## src/rtl/core/fcte_pkg.sv

```systemverilog
`timescale 1ns / 1ps

package fcte_pkg;

  // Field widths fixed by the port list
  localparam int CMD_W = 3;
  localparam int IDX_W = 12;
  localparam int VAL_W = 16;
  localparam int ST_W  = 3;

  // Commands
  localparam logic [CMD_W-1:0] CMD_FORMAT     = 3'd0;
  localparam logic [CMD_W-1:0] CMD_LOAD_ENTRY = 3'd1;
  localparam logic [CMD_W-1:0] CMD_LOAD_DONE  = 3'd2;
  localparam logic [CMD_W-1:0] CMD_FIND_FREE  = 3'd3;
  localparam logic [CMD_W-1:0] CMD_SET_USED   = 3'd4;
  localparam logic [CMD_W-1:0] CMD_CLEAR      = 3'd5;
  localparam logic [CMD_W-1:0] CMD_WALK_CHAIN = 3'd6;

  // Result status codes
  localparam logic [ST_W-1:0] ST_OK         = 3'd0;
  localparam logic [ST_W-1:0] ST_NOT_LOADED = 3'd1;
  localparam logic [ST_W-1:0] ST_NO_FREE    = 3'd2;
  localparam logic [ST_W-1:0] ST_OCCUPIED   = 3'd3;
  localparam logic [ST_W-1:0] ST_TRUNCATED  = 3'd4;
  localparam logic [ST_W-1:0] ST_BAD_LINK   = 3'd5;

  // Link values
  localparam logic [VAL_W-1:0] LINK_FREE  = 16'h0000;
  localparam logic [VAL_W-1:0] LINK_MEDIA = 16'hfffd;
  localparam logic [VAL_W-1:0] LINK_RSVD  = 16'hfffe;
  localparam logic [VAL_W-1:0] LINK_END   = 16'hffff;

  // Write port source
  localparam logic [2:0] WR_NONE  = 3'd0;
  localparam logic [2:0] WR_INPUT = 3'd1;
  localparam logic [2:0] WR_FREE  = 3'd2;
  localparam logic [2:0] WR_HELD  = 3'd3;
  localparam logic [2:0] WR_FMT   = 3'd4;

  // Read port address source
  localparam logic [1:0] RD_INPUT    = 2'd0;
  localparam logic [1:0] RD_ZERO     = 2'd1;
  localparam logic [1:0] RD_PTR_NEXT = 2'd2;
  localparam logic [1:0] RD_LINK     = 2'd3;

  // Result index source
  localparam logic [1:0] IX_ZERO  = 2'd0;
  localparam logic [1:0] IX_INPUT = 2'd1;
  localparam logic [1:0] IX_PTR   = 2'd2;
  localparam logic [1:0] IX_CUR   = 2'd3;

  typedef struct packed {
    logic             accept;
    logic             ptr_clr;
    logic             ptr_inc;
    logic [2:0]       wr_sel;
    logic [1:0]       rd_sel;
    logic             walk_start;
    logic             walk_step;
    logic             set_loaded;
    logic             emit;
    logic [ST_W-1:0]  emit_status;
    logic             emit_last;
    logic [1:0]       ix_sel;
  } dp_cmd_t;

  typedef struct packed {
    logic loaded;
    logic idx_ok;
    logic rd_zero;
    logic rd_end;
    logic rd_link_ok;
    logic ptr_last;
    logic n_last;
  } dp_sts_t;

  // Value laid down by format at a given entry
  function automatic logic [VAL_W-1:0] fmt_value(input logic [15:0] addr);
    logic [VAL_W-1:0] v;
    if (addr == 16'd0) begin
      v = LINK_MEDIA;
    end else if (addr <= 16'd8) begin
      v = LINK_RSVD;
    end else if (addr == 16'd9) begin
      v = LINK_END;
    end else begin
      v = LINK_FREE;
    end
    return v;
  endfunction

endpackage

```

## src/rtl/core/fcte_ctrl.sv

```systemverilog
`timescale 1ns / 1ps

module fcte_ctrl (
  input  logic                        clk,
  input  logic                        rst_n,
  input  logic                        start,
  input  logic [fcte_pkg::CMD_W-1:0]  in_command,
  input  fcte_pkg::dp_sts_t           sts,
  output fcte_pkg::dp_cmd_t           cmd,
  output logic                        busy
);

  localparam logic [2:0] S_IDLE = 3'd0;
  localparam logic [2:0] S_FMT  = 3'd1;
  localparam logic [2:0] S_FIND = 3'd2;
  localparam logic [2:0] S_SET  = 3'd3;
  localparam logic [2:0] S_WALK = 3'd4;

  logic [2:0] state_r, state_nxt;

  always_comb begin
    cmd         = '0;
    cmd.wr_sel  = fcte_pkg::WR_NONE;
    cmd.rd_sel  = fcte_pkg::RD_INPUT;
    cmd.ix_sel  = fcte_pkg::IX_ZERO;
    cmd.emit_status = fcte_pkg::ST_OK;
    state_nxt   = state_r;
    case (state_r)
      S_IDLE: begin
        if (start) begin
          cmd.accept = 1'b1;
          case (in_command)
            fcte_pkg::CMD_FORMAT: begin
              cmd.ptr_clr = 1'b1;
              state_nxt   = S_FMT;
            end
            fcte_pkg::CMD_LOAD_ENTRY: begin
              cmd.emit      = 1'b1;
              cmd.emit_last = 1'b1;
              if (sts.idx_ok) begin
                cmd.wr_sel = fcte_pkg::WR_INPUT;
              end else begin
                cmd.emit_status = fcte_pkg::ST_BAD_LINK;
              end
            end
            fcte_pkg::CMD_LOAD_DONE: begin
              cmd.set_loaded = 1'b1;
              cmd.emit       = 1'b1;
              cmd.emit_last  = 1'b1;
            end
            fcte_pkg::CMD_FIND_FREE: begin
              if (!sts.loaded) begin
                cmd.emit        = 1'b1;
                cmd.emit_last   = 1'b1;
                cmd.emit_status = fcte_pkg::ST_NOT_LOADED;
              end else begin
                cmd.rd_sel  = fcte_pkg::RD_ZERO;
                cmd.ptr_clr = 1'b1;
                state_nxt   = S_FIND;
              end
            end
            fcte_pkg::CMD_SET_USED, fcte_pkg::CMD_CLEAR: begin
              if (!sts.loaded) begin
                cmd.emit        = 1'b1;
                cmd.emit_last   = 1'b1;
                cmd.emit_status = fcte_pkg::ST_NOT_LOADED;
              end else if (!sts.idx_ok) begin
                cmd.emit        = 1'b1;
                cmd.emit_last   = 1'b1;
                cmd.emit_status = fcte_pkg::ST_BAD_LINK;
              end else if (in_command == fcte_pkg::CMD_CLEAR) begin
                cmd.wr_sel    = fcte_pkg::WR_FREE;
                cmd.emit      = 1'b1;
                cmd.emit_last = 1'b1;
              end else begin
                state_nxt = S_SET;
              end
            end
            fcte_pkg::CMD_WALK_CHAIN: begin
              if (!sts.loaded) begin
                cmd.emit        = 1'b1;
                cmd.emit_last   = 1'b1;
                cmd.emit_status = fcte_pkg::ST_NOT_LOADED;
              end else if (!sts.idx_ok) begin
                cmd.emit        = 1'b1;
                cmd.emit_last   = 1'b1;
                cmd.emit_status = fcte_pkg::ST_BAD_LINK;
                cmd.ix_sel      = fcte_pkg::IX_INPUT;
              end else begin
                cmd.walk_start = 1'b1;
                state_nxt      = S_WALK;
              end
            end
            default: begin
              cmd.emit      = 1'b1;
              cmd.emit_last = 1'b1;
            end
          endcase
        end
      end
      S_FMT: begin
        cmd.wr_sel = fcte_pkg::WR_FMT;
        if (sts.ptr_last) begin
          cmd.set_loaded = 1'b1;
          cmd.emit       = 1'b1;
          cmd.emit_last  = 1'b1;
          state_nxt      = S_IDLE;
        end else begin
          cmd.ptr_inc = 1'b1;
        end
      end
      S_FIND: begin
        if (sts.rd_zero) begin
          cmd.emit      = 1'b1;
          cmd.emit_last = 1'b1;
          cmd.ix_sel    = fcte_pkg::IX_PTR;
          state_nxt     = S_IDLE;
        end else if (sts.ptr_last) begin
          cmd.emit        = 1'b1;
          cmd.emit_last   = 1'b1;
          cmd.emit_status = fcte_pkg::ST_NO_FREE;
          state_nxt       = S_IDLE;
        end else begin
          cmd.rd_sel  = fcte_pkg::RD_PTR_NEXT;
          cmd.ptr_inc = 1'b1;
        end
      end
      S_SET: begin
        cmd.emit      = 1'b1;
        cmd.emit_last = 1'b1;
        state_nxt     = S_IDLE;
        if (sts.rd_zero) begin
          cmd.wr_sel = fcte_pkg::WR_HELD;
        end else begin
          cmd.emit_status = fcte_pkg::ST_OCCUPIED;
        end
      end
      S_WALK: begin
        cmd.emit   = 1'b1;
        cmd.ix_sel = fcte_pkg::IX_CUR;
        if (sts.rd_end) begin
          cmd.emit_last = 1'b1;
          state_nxt     = S_IDLE;
        end else if (!sts.rd_link_ok) begin
          cmd.emit_last   = 1'b1;
          cmd.emit_status = fcte_pkg::ST_BAD_LINK;
          state_nxt       = S_IDLE;
        end else if (sts.n_last) begin
          cmd.emit_last   = 1'b1;
          cmd.emit_status = fcte_pkg::ST_TRUNCATED;
          state_nxt       = S_IDLE;
        end else begin
          cmd.rd_sel    = fcte_pkg::RD_LINK;
          cmd.walk_step = 1'b1;
        end
      end
      default: state_nxt = S_IDLE;
    endcase
  end

  always_ff @(posedge clk) begin
    if (!rst_n) begin
      state_r <= S_IDLE;
    end else begin
      state_r <= state_nxt;
    end
  end

  assign busy = (state_r != S_IDLE);

endmodule

```

## config.mk

```make
export PLATFORM = sky130hd
export DESIGN_NAME = fcte_ctrl
export DESIGN_NICKNAME = d
export VERILOG_FILES = /design/src/rtl/core/fcte_pkg.sv /design/src/rtl/core/fcte_ctrl.sv
export SDC_FILE = /design/constraint.sdc
export NUM_CORES = 1
export LEC_CHECK = 0
export ABC_CLOCK_PERIOD_IN_PS = 1600
export BUFFER_PORTS_ARGS = -buffer_cell sky130_fd_sc_hd__buf_2
export CAP_MARGIN = 20
export CORE_AREA = 2 2 39 41
export CTS_BUF_LIST = sky130_fd_sc_hd__clkbuf_2
export DETAILED_ROUTE_END_ITERATION = 12
export DIE_AREA = 0 0 41 43
export GPL_TIMING_DRIVEN = 0
export PLACE_DENSITY = 0.79
export SLEW_MARGIN = 25
export SYNTH_ARGS = -nofsm -noshare
export SYNTH_HDL_FRONTEND = slang
export SYNTH_SLANG_ARGS = --single-unit
```

## constraint.sdc

```tcl
create_clock -name clk -period 1.6 [get_ports clk]
set_input_delay 0.32 -clock clk [delete_from_list [all_inputs] [get_ports clk]]
set_output_delay 0.32 -clock clk [all_outputs]
set_load 0.1 [all_outputs]
```

==> reports/qor.json, run 1 <==
{
  "outcome": "stopped before the end",
  "lastStage": "clock tree synthesis (4_1_cts)",
  "error_message": "[ERROR DPL-0038] Utilization greater than 100%, impossible to legalize",
  "number_of_distinct_library_cells_after_synthesis": 34,
  "synth_largest_area_cell": "sky130_fd_sc_hd__dfxtp_1",
  "ys_async_sr_fraction": 0,
  "synth_area_per_cell_sq_um": 6.91,
  "synth_top_cells_by_count": "sky130_fd_sc_hd__nor2_1, sky130_fd_sc_hd__inv_1, sky130_fd_sc_hd__nand2_1",
  "numClockSinks": 3,
  "synth_top_family_by_area": "simple AND/OR/NAND/NOR gates",
  "root_buffer": "sky130_fd_sc_hd__clkbuf_2",
  "syn-cell-area_sq_um": 581,
  "yosys.area.top_type_share": 0.103,
  "numCtsBuffers": 3,
  "floorplan.initialDensity": 0.420,
  "yosys.area_share.xor_xnor": 0,
  "chipWidth_um": 41,
  "io_buffers": 31,
  "io_pins": 32,
  "rows": 14,
  "place.detailed.hpwl_mm": 1.39,
  "htreeDepth": 1,
  "yosys_register_bits": 3,
  "synthSimpleGateAreaFrac": 0.369,
  "max-clock-path-buffers": 2,
  "synth-edff-count": 0,
  "synth_compound_area_frac": 0.360,
  "die_height_um": 43,
  "cts_resized": 98,
  "post_synth_fa_ha_maj_area_fraction": 0,
  "register_area_share_after_synthesis": 0.103,
  "post_synth_mux_area_share": 0.0582,
  "post_synth_main_area_contributors": "sky130_fd_sc_hd__dfxtp_1, sky130_fd_sc_hd__nor2_1, sky130_fd_sc_hd__mux2_2",
  "syn-instance-count": 84,
  "yosys_warnings": 0,
  "synth.most_common_cell": "sky130_fd_sc_hd__nor2_1",
  "gpl.final_weighted_congestion": 0.778,
  "synth-main-ff-cell": "sky130_fd_sc_hd__dfxtp_1",
  "dp_cells": 131,
  "number_of_hold_buffers_added_after_cts": 0,
  "cts_post_setup_buffers_inserted": 20,
  "syn_nets": 97
}
[logic make-up after synthesis]
group	count (synthesis)
DFF	3
buffers and inverters	14
and+or+nand+nor	36
AOI/OAI and AO/OA	28
muxes	3
[metrics by stage]
| step | cell area (sq um) | worst slack [ns] | hold slack (ns) | util |
|---|---|---|---|---|
| after floorplan | 722 | -1.11 | 0.438 | - |
| after global placement | 897 | -0.456 | 0.539 | 0.648 |
| after detailed placement | 897 | -0.491 | 0.544 | 0.648 |
==> run 2: changes to the inputs <==
--- a/config.mk
+++ b/config.mk
@@ -8,12 +8,11 @@
 export ABC_CLOCK_PERIOD_IN_PS = 1600
 export BUFFER_PORTS_ARGS = -buffer_cell sky130_fd_sc_hd__buf_2
 export CAP_MARGIN = 20
-export CORE_AREA = 2 2 39 41
-export CTS_BUF_LIST = sky130_fd_sc_hd__clkbuf_2
+export CORE_AREA = 2 2 63 65
 export DETAILED_ROUTE_END_ITERATION = 12
-export DIE_AREA = 0 0 41 43
+export DIE_AREA = 0 0 65 67
 export GPL_TIMING_DRIVEN = 0
-export PLACE_DENSITY = 0.79
+export PLACE_DENSITY_LB_ADDON = 0.15
 export SLEW_MARGIN = 25
 export SYNTH_ARGS = -nofsm -noshare
 export SYNTH_HDL_FRONTEND = slang
==> run 2 against run 1 <==
Effect of this change: the flow now finishes, with violations (setup timing); synthesized area unchanged; synthesized cell count unchanged.
==> reports/qor.json, run 2 <==
{
  "timing.critical_path.required_ns": 1.28,
  "timing_worst_slew_pin_value_ns": 0.484,
  "syn-cell-area": {"value": 581, "unit": "sq um", "change": "unchanged"},
  "yosys_register_bits": {"value": 3, "change": "unchanged"},
  "routed_wirelength_mm": 2.88,
  "report.final.setup_viol": 21,
  "design.final.nets": 165,
  "tritoncts": "built",
  "ys_async_sr_fraction": {"value": 0, "change": "unchanged"},
  "synth_area_per_cell": {"value": 6.91, "unit": "sq um", "change": "unchanged"},
  "clock_latency_ns": 0.22,
  "layout-drive-gt1-share": 0.715,
  "worstPathArrival_ns": 1.76,
  "syn_nets": {"value": 97, "change": "unchanged"},
  "setup_total_negative_slack_ns": -6.21,
  "outcome": {"value": "finished with violations", "change": "was stopped before the end"},
  "timing.hold.worst.class": "input pin to flip-flop",
  "post-route-util": 0.461,
  "slew_violations": 0,
  "largest-register": "state_r",
  "layout_min_cycle_time_ns": 2.08,
  "place.detailed.hpwl": {"value": 1.77, "unit": "mm", "change": "was 1.39 mm"},
  "die_height": {"value": 67, "unit": "um", "change": "was 43 um"},
  "cellLeakagePower_nw": 0.725,
  "final-hold-violation-count": 0,
  "synth.most_common_cell": {"value": "sky130_fd_sc_hd__nor2_1", "change": "unchanged"},
  "final_cell_count_no_fill": 199,
  "post_synth_main_area_contributors": {"value": "sky130_fd_sc_hd__dfxtp_1, sky130_fd_sc_hd__nor2_1, sky130_fd_sc_hd__mux2_2", "change": "unchanged"},
  "largest_net_degree_at_the_start_of_global_routing": 11,
  "dp_worst_setup_slack": {"value": -0.493, "unit": "ns", "change": "was -0.491 ns"},
  "rows": {"value": 22, "change": "was 14"},
  "layout_common_cells": "sky130_fd_sc_hd__buf_12, sky130_fd_sc_hd__buf_4, sky130_fd_sc_hd__buf_2, sky130_fd_sc_hd__buf_6, sky130_fd_sc_hd__inv_1",
  "number_of_distinct_library_cells_after_synthesis": {"value": 34, "change": "unchanged"},
  "synth_largest_area_cell": {"value": "sky130_fd_sc_hd__dfxtp_1", "change": "unchanged"},
  "number_of_hold_buffers_added_after_cts": {"value": 0, "change": "unchanged"},
  "leading_cell_type_in_the_layout_fill_and_taps_excluded": "sky130_fd_sc_hd__buf_12",
  "io_buffers": {"value": 31, "change": "unchanged"},
  "cp-start-kind": "flip-flop",
  "seq_area_sq_um": 66.3,
  "drt_iter0_drc": 16,
  "max-cap-violations": 0,
  "gpl.final_weighted_congestion": {"value": 0.769, "change": "was 0.778"},
  "syn2layout_area_growth_pct": 186,
  "io_pins": {"value": 32, "change": "unchanged"},
  "detail_route.wl_per_cell_um": 14.5,
  "globalRoute.totalOverflow": 0,
  "detailroute.via_count": 922,
  "timing.final.ws_setup_ns": -0.485,
  "violations": "setup timing",
  "floorplan.initialDensity": {"value": 0.161, "change": "was 0.420"},
  "globalRouteTotalUtil": 0.138,
  "synth_top_cells_by_count": {"value": "sky130_fd_sc_hd__nor2_1, sky130_fd_sc_hd__inv_1, sky130_fd_sc_hd__nand2_1", "change": "unchanged"},
  "numClockSinks": {"value": 3, "change": "unchanged"},
  "grt_antenna_before_repair": 0,
  "grt_first_pass_wirelength_mm": 4.57,
  "yosys_warnings": {"value": 0, "change": "unchanged"},
  "flip_flop_count_of_the_largest_register_after_layout": 3,
  "timing_worst_setup_path_type": "flip-flop to primary output",
  "drt_pass1_iterations": 6,
  "insertedDiodeCount": 0,
  "worstSetupEndpointType": "primary output",
  "achievable-frequency_mhz": 480,
  "drc": 0,
  "chipWidth": {"value": 65, "unit": "um", "change": "was 41 um"},
  "worst_slew_margin": 0.680,
  "viasPerCell": 4.63,
  "top_regs": "state_r x3",
  "core-area_sq_um": 3610,
  "htreeDepth": {"value": 1, "change": "unchanged"},
  "final_min_period_over_clock_period": 1.30,
  "numCtsBuffers": {"value": 3, "change": "unchanged"},
  "unrepaired_setup_endpoints_after_global_routing": "true",
  "dp_cells": {"value": 163, "change": "was 131"},
  "root_buffer": {"value": "sky130_fd_sc_hd__clkbuf_8", "change": "was sky130_fd_sc_hd__clkbuf_2"},
  "register_area_share_after_synthesis": {"value": 0.103, "change": "unchanged"},
  "worstPathMaxFanout": 4,
  "synth-edff-count": {"value": 0, "change": "unchanged"},
  "floorplan.die_area_sq_um": 4360,
  "fillers": 342,
  "grt_pass1_vias": 946,
  "ir_drop_mv": 0.190,
  "synth-main-ff-cell": {"value": "sky130_fd_sc_hd__dfxtp_1", "change": "unchanged"},
  "syn-instance-count": {"value": 84, "change": "unchanged"},
  "yosys.area.top_type_share": {"value": 0.103, "change": "unchanged"},
  "max-clock-path-buffers": {"value": 2, "change": "unchanged"},
  "antenna_violating_nets_post_route": 0,
  "skew_ns": 0.00120,
  "cts.clk_slew.worst_paths_ns": 0.03,
  "multi_input_comb_area_sq_um": 668,
  "timing.hold.ws_ns": 0.336,
  "power_density_nw_per_um2": 548
}
-- run 2: cells by family (layout without fill, tap and decap cells) --
logic type	after synthesis	count (layout)	share of synthesized area
and+or+nand+nor	36	37	0.369
buffers and inverters	14	80	0.110
DFF	3	3	0.103
muxes	3	3	0.0582
AOI/OAI and AO/OA	28	28	0.360
-- run 2: worst max-delay path: stages, from the launching register on --
cell	delay, ns
sky130_fd_sc_hd__dfxtp_2	0.31
sky130_fd_sc_hd__or3_4	0.44
sky130_fd_sc_hd__nor2_8	0.13
sky130_fd_sc_hd__nand4b_1	0.19
sky130_fd_sc_hd__o31ai_4	0.26
sky130_fd_sc_hd__buf_12	0.21
-- run 2: power by group --
group	leakage, nW	internal, mW	total (mW)	switching, mW
logic	0.676	0.247	0.608	0.361
clock network	0.0228	0.170	0.220	0.0498
registers	0.0261	0.0785	0.0832	0.00472
total	0.725	0.495	0.911	0.416
-- run 2: metrics by stage --
| step | power, mW | instance area, sq um |
|---|---|---|
| after floorplan | 0.408 | 722 |
| after global placement | 0.483 | 937 |
| after detailed placement | 0.483 | 937 |
| after CTS | 0.862 | 1500 |
| after global routing | 0.947 | 1660 |
| final | 0.911 | 1660 |
-- run 2: final cells by class --
cell class,count,area share
repair buffers,62,0.433
inverters,8,0.0211
well taps,48,0.0361
multi-input cells,68,0.402
clock buffers,4,0.0271
plain buffers,6,0.0407
flip-flops and latches,3,0.0399
-- run 2: layer usage --
layer / global-route usage / vias up / part of all wire
met2: 0.247 / 30 / 0.52
met5: 0 / - / 0
li1: - / 457 / -
met4: 0.0691 / 0 / 0.030
met3: 0.0135 / 8 / 0.038
met1: 0.164 / 427 / 0.41
-- run 2: worst paths after layout --
path,startpoint,end,slack (ns),depth (start not counted)
worst min-delay path,rst_n,state_r[2]$_SDFFE_PN0P_,0.34,2
worst min register to register,state_r[1]$_SDFFE_PN0P_,state_r[0]$_SDFFE_PN0P_,0.70,3
worst max-delay path,state_r[0]$_SDFFE_PN0P_,cmd[13],-0.48,5
worst max register to register,state_r[0]$_SDFFE_PN0P_,state_r[0]$_SDFFE_PN0P_,-0.17,8
-- run 2: timing repair --
item                                    4_1_cts  5_1_grt
setup buffers                                23        9
gates cloned                                  1        0
gates resized for setup                      94       16
endpoints found under the setup margin       18       20
pin swaps                                    10        9
Note: power is estimated with default switching activity, not from simulation.
==> run 3: changes to the inputs <==
--- a/config.mk
+++ b/config.mk
@@ -7,12 +7,10 @@
 export LEC_CHECK = 0
 export ABC_CLOCK_PERIOD_IN_PS = 1600
 export BUFFER_PORTS_ARGS = -buffer_cell sky130_fd_sc_hd__buf_2
-export CAP_MARGIN = 20
-export CORE_AREA = 2 2 63 65
+export CORE_AREA = 5 5 66 68
 export DETAILED_ROUTE_END_ITERATION = 12
-export DIE_AREA = 0 0 65 67
+export DIE_AREA = 0 0 71 73
 export GPL_TIMING_DRIVEN = 0
-export PLACE_DENSITY_LB_ADDON = 0.15
 export SLEW_MARGIN = 25
 export SYNTH_ARGS = -nofsm -noshare
 export SYNTH_HDL_FRONTEND = slang
==> run 3 against run 2 <==
Effect of this change: critical path depth unchanged; worst setup slack gained 0.024 ns; the run still ends with setup timing left; clock power increased by 9%; hold slack worse by 0.020 ns; global-route usage fell by 3.1 points; routed wire length grew 3.1%.
==> reports/qor.json, run 3 (synthesized netlist as in run 2, its figures left out) <==
{
  "layout_min_cycle_time": {"value": 2.06, "unit": "ns", "change": "was 2.08 ns"},
  "outcome": {"value": "finished with violations", "change": "unchanged"},
  "timing.critical_path.buf_inv": {"value": 1, "change": "unchanged"},
  "final_cell_count_no_fill": {"value": 197, "change": "was 199"},
  "drt_pass1_iterations": {"value": 4, "change": "was 6"},
  "viasPerCell": {"value": 4.64, "change": "was 4.63"},
  "flip_flop_count_of_the_largest_register_after_layout": {"value": 3, "change": "unchanged"},
  "dp_worst_setup_slack": {"value": -0.486, "unit": "ns", "change": "was -0.493 ns"},
  "ir_drop": {"value": 0.308, "unit": "mV", "change": "was 0.190 mV"},
  "numCtsBuffers": {"value": 3, "change": "unchanged"},
  "multi_input_comb_area": {"value": 652, "unit": "sq um", "change": "was 668 sq um"},
  "clock_latency": {"value": 0.23, "unit": "ns", "change": "was 0.22 ns"},
  "number_of_hold_buffers_added_after_cts": {"value": 0, "change": "unchanged"},
  "timing_worst_slew_pin_value": {"value": 0.487, "unit": "ns", "change": "was 0.484 ns"},
  "grt_first_pass_wirelength": {"value": 4.40, "unit": "mm", "change": "was 4.57 mm"},
  "timing_worst_setup_path_type": {"value": "flip-flop to primary output", "change": "unchanged"},
  "fillers": {"value": 380, "change": "was 342"},
  "globalRouteTotalUtil": {"value": 0.107, "change": "was 0.138"},
  "syn2layout_area_growth": {"value": 175, "unit": "%", "change": "was 186%"},
  "timing.final.ws_setup": {"value": -0.461, "unit": "ns", "change": "was -0.485 ns"},
  "drt_iter0_drc": {"value": 52, "change": "was 16"},
  "io_buffers": {"value": 31, "change": "unchanged"},
  "post-route-util": {"value": 0.421, "change": "was 0.461"},
  "chipWidth": {"value": 71, "unit": "um", "change": "was 65 um"},
  "core-area": {"value": 3800, "unit": "sq um", "change": "was 3610 sq um"},
  "finish.instance_area": {"value": 1600, "unit": "sq um", "change": "was 1660 sq um"},
  "max-cap-violations": {"value": 0, "change": "unchanged"},
  "place.detailed.hpwl": {"value": 1.75, "unit": "mm", "change": "was 1.77 mm"},
  "io_pins": {"value": 32, "change": "unchanged"},
  "rows": {"value": 23, "change": "was 22"},
  "detailroute.via_count": {"value": 914, "change": "was 922"},
  "grt_pass1_vias": {"value": 902, "change": "was 946"},
  "cts.clk_slew.worst_paths": {"value": 0.04, "unit": "ns", "change": "was 0.03 ns"},
  "crit_slowest_cell": {"value": "sky130_fd_sc_hd__or3_4", "change": "unchanged"},
  "largest-register": {"value": "state_r", "change": "unchanged"},
  "insertedDiodeCount": {"value": 0, "change": "unchanged"},
  "seq_area": {"value": 66.3, "unit": "sq um", "change": "unchanged"},
  "timing.hold.worst.class": {"value": "input pin to flip-flop", "change": "unchanged"},
  "worstPathArrival": {"value": 1.74, "unit": "ns", "change": "was 1.76 ns"},
  "floorplan.initialDensity": {"value": 0.153, "change": "was 0.161"},
  "gpl.final_weighted_congestion": {"value": 0.797, "change": "was 0.769"},
  "critPathMaxStageDelay": {"value": 0.42, "unit": "ns", "change": "was 0.44 ns"},
  "top_regs": {"value": "state_r x3", "change": "unchanged"},
  "routed_wirelength": {"value": 2.97, "unit": "mm", "change": "was 2.88 mm"},
  "final-hold-violation-count": {"value": 0, "change": "unchanged"},
  "dp_cells": {"value": 165, "change": "was 163"},
  "dpl_cell_area": {"value": 940, "unit": "sq um", "change": "was 937 sq um"},
  "final_min_period_over_clock_period": {"value": 1.29, "change": "was 1.30"},
  "die_height": {"value": 73, "unit": "um", "change": "was 67 um"},
  "worstSetupEndpointType": {"value": "primary output", "change": "unchanged"},
  "antenna_violating_nets_post_route": {"value": 0, "change": "unchanged"},
  "cp-start-kind": {"value": "flip-flop", "change": "unchanged"},
  "drc": {"value": 0, "change": "unchanged"},
  "timing.critical_path.required": {"value": 1.28, "unit": "ns", "change": "about the same"},
  "slew_violations": {"value": 0, "change": "unchanged"},
  "floorplan.die_area": {"value": 5180, "unit": "sq um", "change": "was 4360 sq um"},
  "globalRoute.totalOverflow": {"value": 0, "change": "unchanged"},
  "grt_antenna_before_repair": {"value": 0, "change": "unchanged"},
  "design.final.nets": {"value": 161, "change": "was 165"},
  "achievable-frequency": {"value": 485, "unit": "MHz", "change": "was 480 MHz"},
  "numClockSinks": {"value": 3, "change": "unchanged"},
  "htreeDepth": {"value": 1, "change": "unchanged"},
  "layout-drive-gt1-share": {"value": 0.707, "change": "was 0.715"},
  "power_density": {"value": 570, "unit": "nW/um^2", "change": "was 548 nW/um^2"},
  "worstPathMaxFanout": {"value": 4, "change": "unchanged"},
  "cellLeakagePower": {"value": 0.696, "unit": "nW", "change": "was 0.725 nW"},
  "layout_common_cells": {"value": "sky130_fd_sc_hd__buf_12, sky130_fd_sc_hd__buf_4, sky130_fd_sc_hd__buf_2", "change": "was sky130_fd_sc_hd__buf_12, sky130_fd_sc_hd__buf_4, sky130_fd_sc_hd__buf_2, sky130_fd_sc_hd__buf_6, sky130_fd_sc_hd__inv_1"},
  "report.power.total": {"value": 0.911, "unit": "mW", "change": "about the same"},
  "worst_slew_margin": {"value": 0.678, "change": "was 0.680"},
  "tritoncts": {"value": "built", "change": "unchanged"},
  "skew": {"value": 0.00480, "unit": "ns", "change": "was 0.00120 ns"},
  "violations": {"value": "setup timing", "change": "unchanged"},
  "detail_route.wl_per_cell": {"value": 15.1, "unit": "um", "change": "was 14.5 um"},
  "root_buffer": {"value": "sky130_fd_sc_hd__clkbuf_8", "change": "unchanged"},
  "unrepaired_setup_endpoints_after_global_routing": {"value": "true", "change": "unchanged"},
  "max-clock-path-buffers": {"value": 2, "change": "unchanged"},
  "path_delay_family": {"value": "simple AND/OR/NAND/NOR gates", "change": "unchanged"},
  "largest_net_degree_at_the_start_of_global_routing": {"value": 11, "change": "unchanged"},
  "report.final.setup_viol": {"value": 17, "change": "was 21"},
  "critical_path_cell_by_cell": {"value": "or3_4 -> nor2_8 -> nand4b_1 -> o31ai_4 -> buf_12", "change": "unchanged"}
}
-- run 3: cell types whose count changed in the layout (fill, tap and decap cells not counted), sizes merged --
| cell | delta |
|---|---|
| buf | -3 |
| nor2 | -1 |
-- run 3: through the flow --
| stage | hold slack, ns | setup TNS [ns] |
|---|---|---|
| 2_1_floorplan | 0.438 | -10.25 |
| 3_3_place_gp | 0.545 | -5.06 |
| 3_5_place_dp | 0.542 | -5.12 |
| 4_1_cts | 0.325 | -4.88 |
| 5_1_grt | 0.337 | -5.86 |
| 6_report | 0.316 | -5.14 |
-- run 3: final timing paths --
| check | cells past startpoint | startpoint | endpoint | slack (ns) |
|---|---|---|---|---|
| worst max-delay path | 5 | state_r[0]$_SDFFE_PN0P_ | cmd[13] | -0.46 |
| worst min-delay path | 2 | rst_n | state_r[2]$_SDFFE_PN0P_ | 0.32 |
| worst max register to register | 7 | state_r[0]$_SDFFE_PN0P_ | state_r[0]$_SDFFE_PN0P_ | 0.02 |
| worst min register to register | 3 | state_r[1]$_SDFFE_PN0P_ | state_r[0]$_SDFFE_PN0P_ | 0.76 |
-- run 3: report_power, final --
part	internal, mW	total [mW]	switching (mW)
sequential	0.0783	0.0814	0.00305
clock	0.171	0.239	0.0676
combinational	0.230	0.590	0.360
-- run 3: cell type report --
| cell class | count | share of cell area |
|---|---|---|
| inverters | 8 | 0.0235 |
| plain buffers | 5 | 0.0344 |
| multi-input cells | 67 | 0.408 |
| flip-flops and latches | 3 | 0.0415 |
| well taps | 50 | 0.0391 |
| repair buffers | 60 | 0.426 |
| clock buffers | 4 | 0.0282 |
-- run 3: repair_timing --
item	CTS	global route
gates resized for setup	88	22
pin swaps	9	10
cloned	2	0
endpoints found under the setup margin	18	19
setup buffers	16	13
-- run 3: metal layers --
layer,wire length (um),global-route usage,vias to the layer above,share of wire
li1,-,-,446,-
met1,1220,0.133,433,0.41
met2,1580,0.180,29,0.53
met3,87,0.0179,6,0.029
met4,79,0.0522,0,0.027
met5,0,0,-,0
==> run 4: changes to the inputs <==
--- a/config.mk
+++ b/config.mk
@@ -8,6 +8,7 @@
 export ABC_CLOCK_PERIOD_IN_PS = 1600
 export BUFFER_PORTS_ARGS = -buffer_cell sky130_fd_sc_hd__buf_2
 export CORE_AREA = 5 5 66 68
+export CTS_BUF_LIST = sky130_fd_sc_hd__clkbuf_8
 export DETAILED_ROUTE_END_ITERATION = 12
 export DIE_AREA = 0 0 71 73
 export GPL_TIMING_DRIVEN = 0
==> run 4 against run 3 <==
Effect of this change: the flow still finishes with violations (setup timing); clock power fell by 2%; via count shrank 0.88%; count of clock-buffer cells in the layout fell by 1; hold slack got worse by 0.0018 ns; critical path type unchanged; largest power group unchanged.
==> reports/qor.json, run 4 (synthesized netlist as in run 2, its figures left out) <==
{
  "power_density": {"value": 566, "unit": "nW/um^2", "change": "was 570 nW/um^2"},
  "outcome": {"value": "finished with violations", "change": "unchanged"},
  "timing.final.ws_setup": {"value": -0.465, "unit": "ns", "change": "was -0.461 ns"},
  "numClockSinks": {"value": 3, "change": "unchanged"},
  "die_height": {"value": 73, "unit": "um", "change": "unchanged"},
  "setup_total_negative_slack": {"value": -5.20, "unit": "ns", "change": "was -5.14 ns"},
  "flip_flop_count_of_the_largest_register_after_layout": {"value": 3, "change": "unchanged"},
  "timing_worst_slew_pin_value": {"value": 0.487, "unit": "ns", "change": "about the same"},
  "grt_first_pass_wirelength": {"value": 4.40, "unit": "mm", "change": "unchanged"},
  "critPathMaxStageDelay": {"value": 0.42, "unit": "ns", "change": "about the same"},
  "worstPathMaxFanout": {"value": 4, "change": "unchanged"},
  "drt_pass1_iterations": {"value": 4, "change": "unchanged"},
  "slew_violations": {"value": 0, "change": "unchanged"},
  "layout_min_cycle_time": {"value": 2.07, "unit": "ns", "change": "was 2.06 ns"},
  "violations": {"value": "setup timing", "change": "unchanged"},
  "grt_pass1_vias": {"value": 902, "change": "unchanged"},
  "critical_path.reg2reg.startpoint": {"value": "state_r[0]$_SDFFE_PN0P_", "change": "unchanged"},
  "place.detailed.hpwl": {"value": 1.75, "unit": "mm", "change": "unchanged"},
  "layout_common_cells": {"value": "sky130_fd_sc_hd__buf_12, sky130_fd_sc_hd__buf_4, sky130_fd_sc_hd__buf_2", "change": "unchanged"},
  "detail_route.wl_per_cell": {"value": 15.1, "unit": "um", "change": "unchanged"},
  "startpoint": {"value": "state_r[0]$_SDFFE_PN0P_", "change": "unchanged"},
  "gpl.final_weighted_congestion": {"value": 0.797, "change": "unchanged"},
  "drt_iter0_drc": {"value": 52, "change": "unchanged"},
  "achievable-frequency": {"value": 484, "unit": "MHz", "change": "was 485 MHz"},
  "design.final.nets": {"value": 161, "change": "unchanged"},
  "grt_antenna_before_repair": {"value": 0, "change": "unchanged"},
  "worst_slew_margin": {"value": 0.678, "change": "about the same"},
  "largest_net_degree_at_the_start_of_global_routing": {"value": 11, "change": "unchanged"},
  "cts.clk_slew.worst_paths": {"value": 0.04, "unit": "ns", "change": "about the same"},
  "unrepaired_setup_endpoints_after_global_routing": {"value": "true", "change": "unchanged"},
  "io_buffers": {"value": 31, "change": "unchanged"},
  "final-hold-violation-count": {"value": 0, "change": "unchanged"},
  "timing.critical_path.required": {"value": 1.28, "unit": "ns", "change": "about the same"},
  "number_of_hold_buffers_added_after_cts": {"value": 0, "change": "unchanged"},
  "worstPathArrival": {"value": 1.75, "unit": "ns", "change": "was 1.74 ns"},
  "detailroute.via_count": {"value": 906, "change": "was 914"},
  "cellLeakagePower": {"value": 0.700, "unit": "nW", "change": "was 0.696 nW"},
  "crit_slowest_cell": {"value": "sky130_fd_sc_hd__or3_4", "change": "unchanged"},
  "max-cap-violations": {"value": 0, "change": "unchanged"},
  "routed_wirelength": {"value": 2.97, "unit": "mm", "change": "unchanged"},
  "timing.hold.worst.class": {"value": "input pin to flip-flop", "change": "unchanged"},
  "drc": {"value": 0, "change": "unchanged"},
  "insertedDiodeCount": {"value": 0, "change": "unchanged"},
  "tritoncts": {"value": "built", "change": "unchanged"},
  "floorplan.die_area": {"value": 5180, "unit": "sq um", "change": "unchanged"},
  "skew": {"value": 0.00428, "unit": "ns", "change": "was 0.00480 ns"},
  "chipWidth": {"value": 71, "unit": "um", "change": "unchanged"},
  "report.final.setup_viol": {"value": 17, "change": "unchanged"},
  "timing.hold.ws": {"value": 0.314, "unit": "ns", "change": "was 0.316 ns"},
  "layout-drive-gt1-share": {"value": 0.707, "change": "unchanged"},
  "clock_latency": {"value": 0.23, "unit": "ns", "change": "about the same"},
  "numCtsBuffers": {"value": 3, "change": "unchanged"},
  "root_buffer": {"value": "sky130_fd_sc_hd__clkbuf_8", "change": "unchanged"},
  "cp-start-kind": {"value": "flip-flop", "change": "unchanged"},
  "max-clock-path-buffers": {"value": 2, "change": "unchanged"},
  "timing_worst_setup_path_type": {"value": "flip-flop to primary output", "change": "unchanged"},
  "antenna_violating_nets_post_route": {"value": 0, "change": "unchanged"},
  "fillers": {"value": 380, "change": "unchanged"},
  "report.power.total": {"value": 0.906, "unit": "mW", "change": "was 0.911 mW"},
  "viasPerCell": {"value": 4.60, "change": "was 4.64"},
  "globalRouteTotalUtil": {"value": 0.107, "change": "unchanged"},
  "dp_worst_setup_slack": {"value": -0.486, "unit": "ns", "change": "unchanged"},
  "globalRoute.totalOverflow": {"value": 0, "change": "unchanged"},
  "ir_drop": {"value": 0.310, "unit": "mV", "change": "was 0.308 mV"},
  "io_pins": {"value": 32, "change": "unchanged"},
  "core-area": {"value": 3800, "unit": "sq um", "change": "unchanged"},
  "htreeDepth": {"value": 1, "change": "unchanged"},
  "largest-register": {"value": "state_r", "change": "unchanged"},
  "floorplan.initialDensity": {"value": 0.153, "change": "unchanged"},
  "source_of_the_worst_hold_timing_path": {"value": "rst_n", "change": "unchanged"},
  "final_min_period_over_clock_period": {"value": 1.29, "change": "about the same"},
  "top_regs": {"value": "state_r x3", "change": "unchanged"},
  "syn2layout_area_growth": {"value": 175, "unit": "%", "change": "unchanged"},
  "rows": {"value": 23, "change": "unchanged"},
  "critical_path_cell_by_cell": {"value": "or3_4 -> nor2_8 -> nand4b_1 -> o31ai_4 -> buf_12", "change": "unchanged"},
  "worstSetupEndpointType": {"value": "primary output", "change": "unchanged"}
}
==> run 4: path summary, 6_finish.rpt <==
check,endpoint,slack [ns],depth (start not counted)
max reg2reg,state_r[0]$_SDFFE_PN0P_,0.01,7
max,cmd[13],-0.47,5
min reg2reg,state_r[0]$_SDFFE_PN0P_,0.76,3
min,state_r[2]$_SDFFE_PN0P_,0.31,2
==> run 4: critical path: cells and delay by family, from the launching register on <==
kind / cells / cell delay, ns
AOI/OAI and AO/OA: 1 / 0.25
buffers and inverters: 1 / 0.21
DFF: 1 / 0.31
and+or+nand+nor: 3 / 0.74
==> run 4: cell type report <==
| class | count | area (sq um) | share of cell area |
|---|---|---|---|
| timing repair buffer | 60 | 681 | 0.426 |
| clock inverter | 1 | 3.75 | 0.00235 |
| clock buffer | 3 | 41.3 | 0.0258 |
| multi-input combinational | 67 | 652 | 0.408 |
| buffer | 5 | 55.1 | 0.0344 |
| inverter | 8 | 37.5 | 0.0235 |
| sequential | 3 | 66.3 | 0.0415 |
| tap | 50 | 62.6 | 0.0391 |
==> run 4: where the power goes <==
group	leakage (nW)	internal (mW)	switching, mW
sequential	0.0261	0.0783	0.00305
clock	0.0269	0.165	0.0688
combinational	0.647	0.230	0.361
total	0.700	0.473	0.432
==> run 4: what timing repair did <==
action | 4_1_cts | 5_1_grt
gates resized for setup | 88 | 22
setup endpoints to repair | 18 | 19
gates cloned | 2 | 0
buffers inserted | 16 | 13
pin swaps | 9 | 10
hold endpoints to repair | 0 | 0
==> run 4: routing by layer <==
| layer | track usage | share of wire | routed length, um | up-vias |
|---|---|---|---|---|
| li1 | - | - | - | 446 |
| met5 | 0 | 0 | 0 | - |
| met1 | 0.133 | 0.41 | 1220 | 425 |
| met2 | 0.180 | 0.53 | 1580 | 29 |
| met3 | 0.0179 | 0.029 | 86 | 6 |
| met4 | 0.0522 | 0.027 | 79 | 0 |
==> run 4: per-stage QoR <==
stage	instance area [sq um]	instances	utilization
6_report	1600	197	0.421
4_1_cts	1430	187	0.377
5_1_grt	1600	197	0.421
3_5_place_dp	940	165	0.247
3_3_place_gp	940	165	0.247
2_1_floorplan	722	84	-
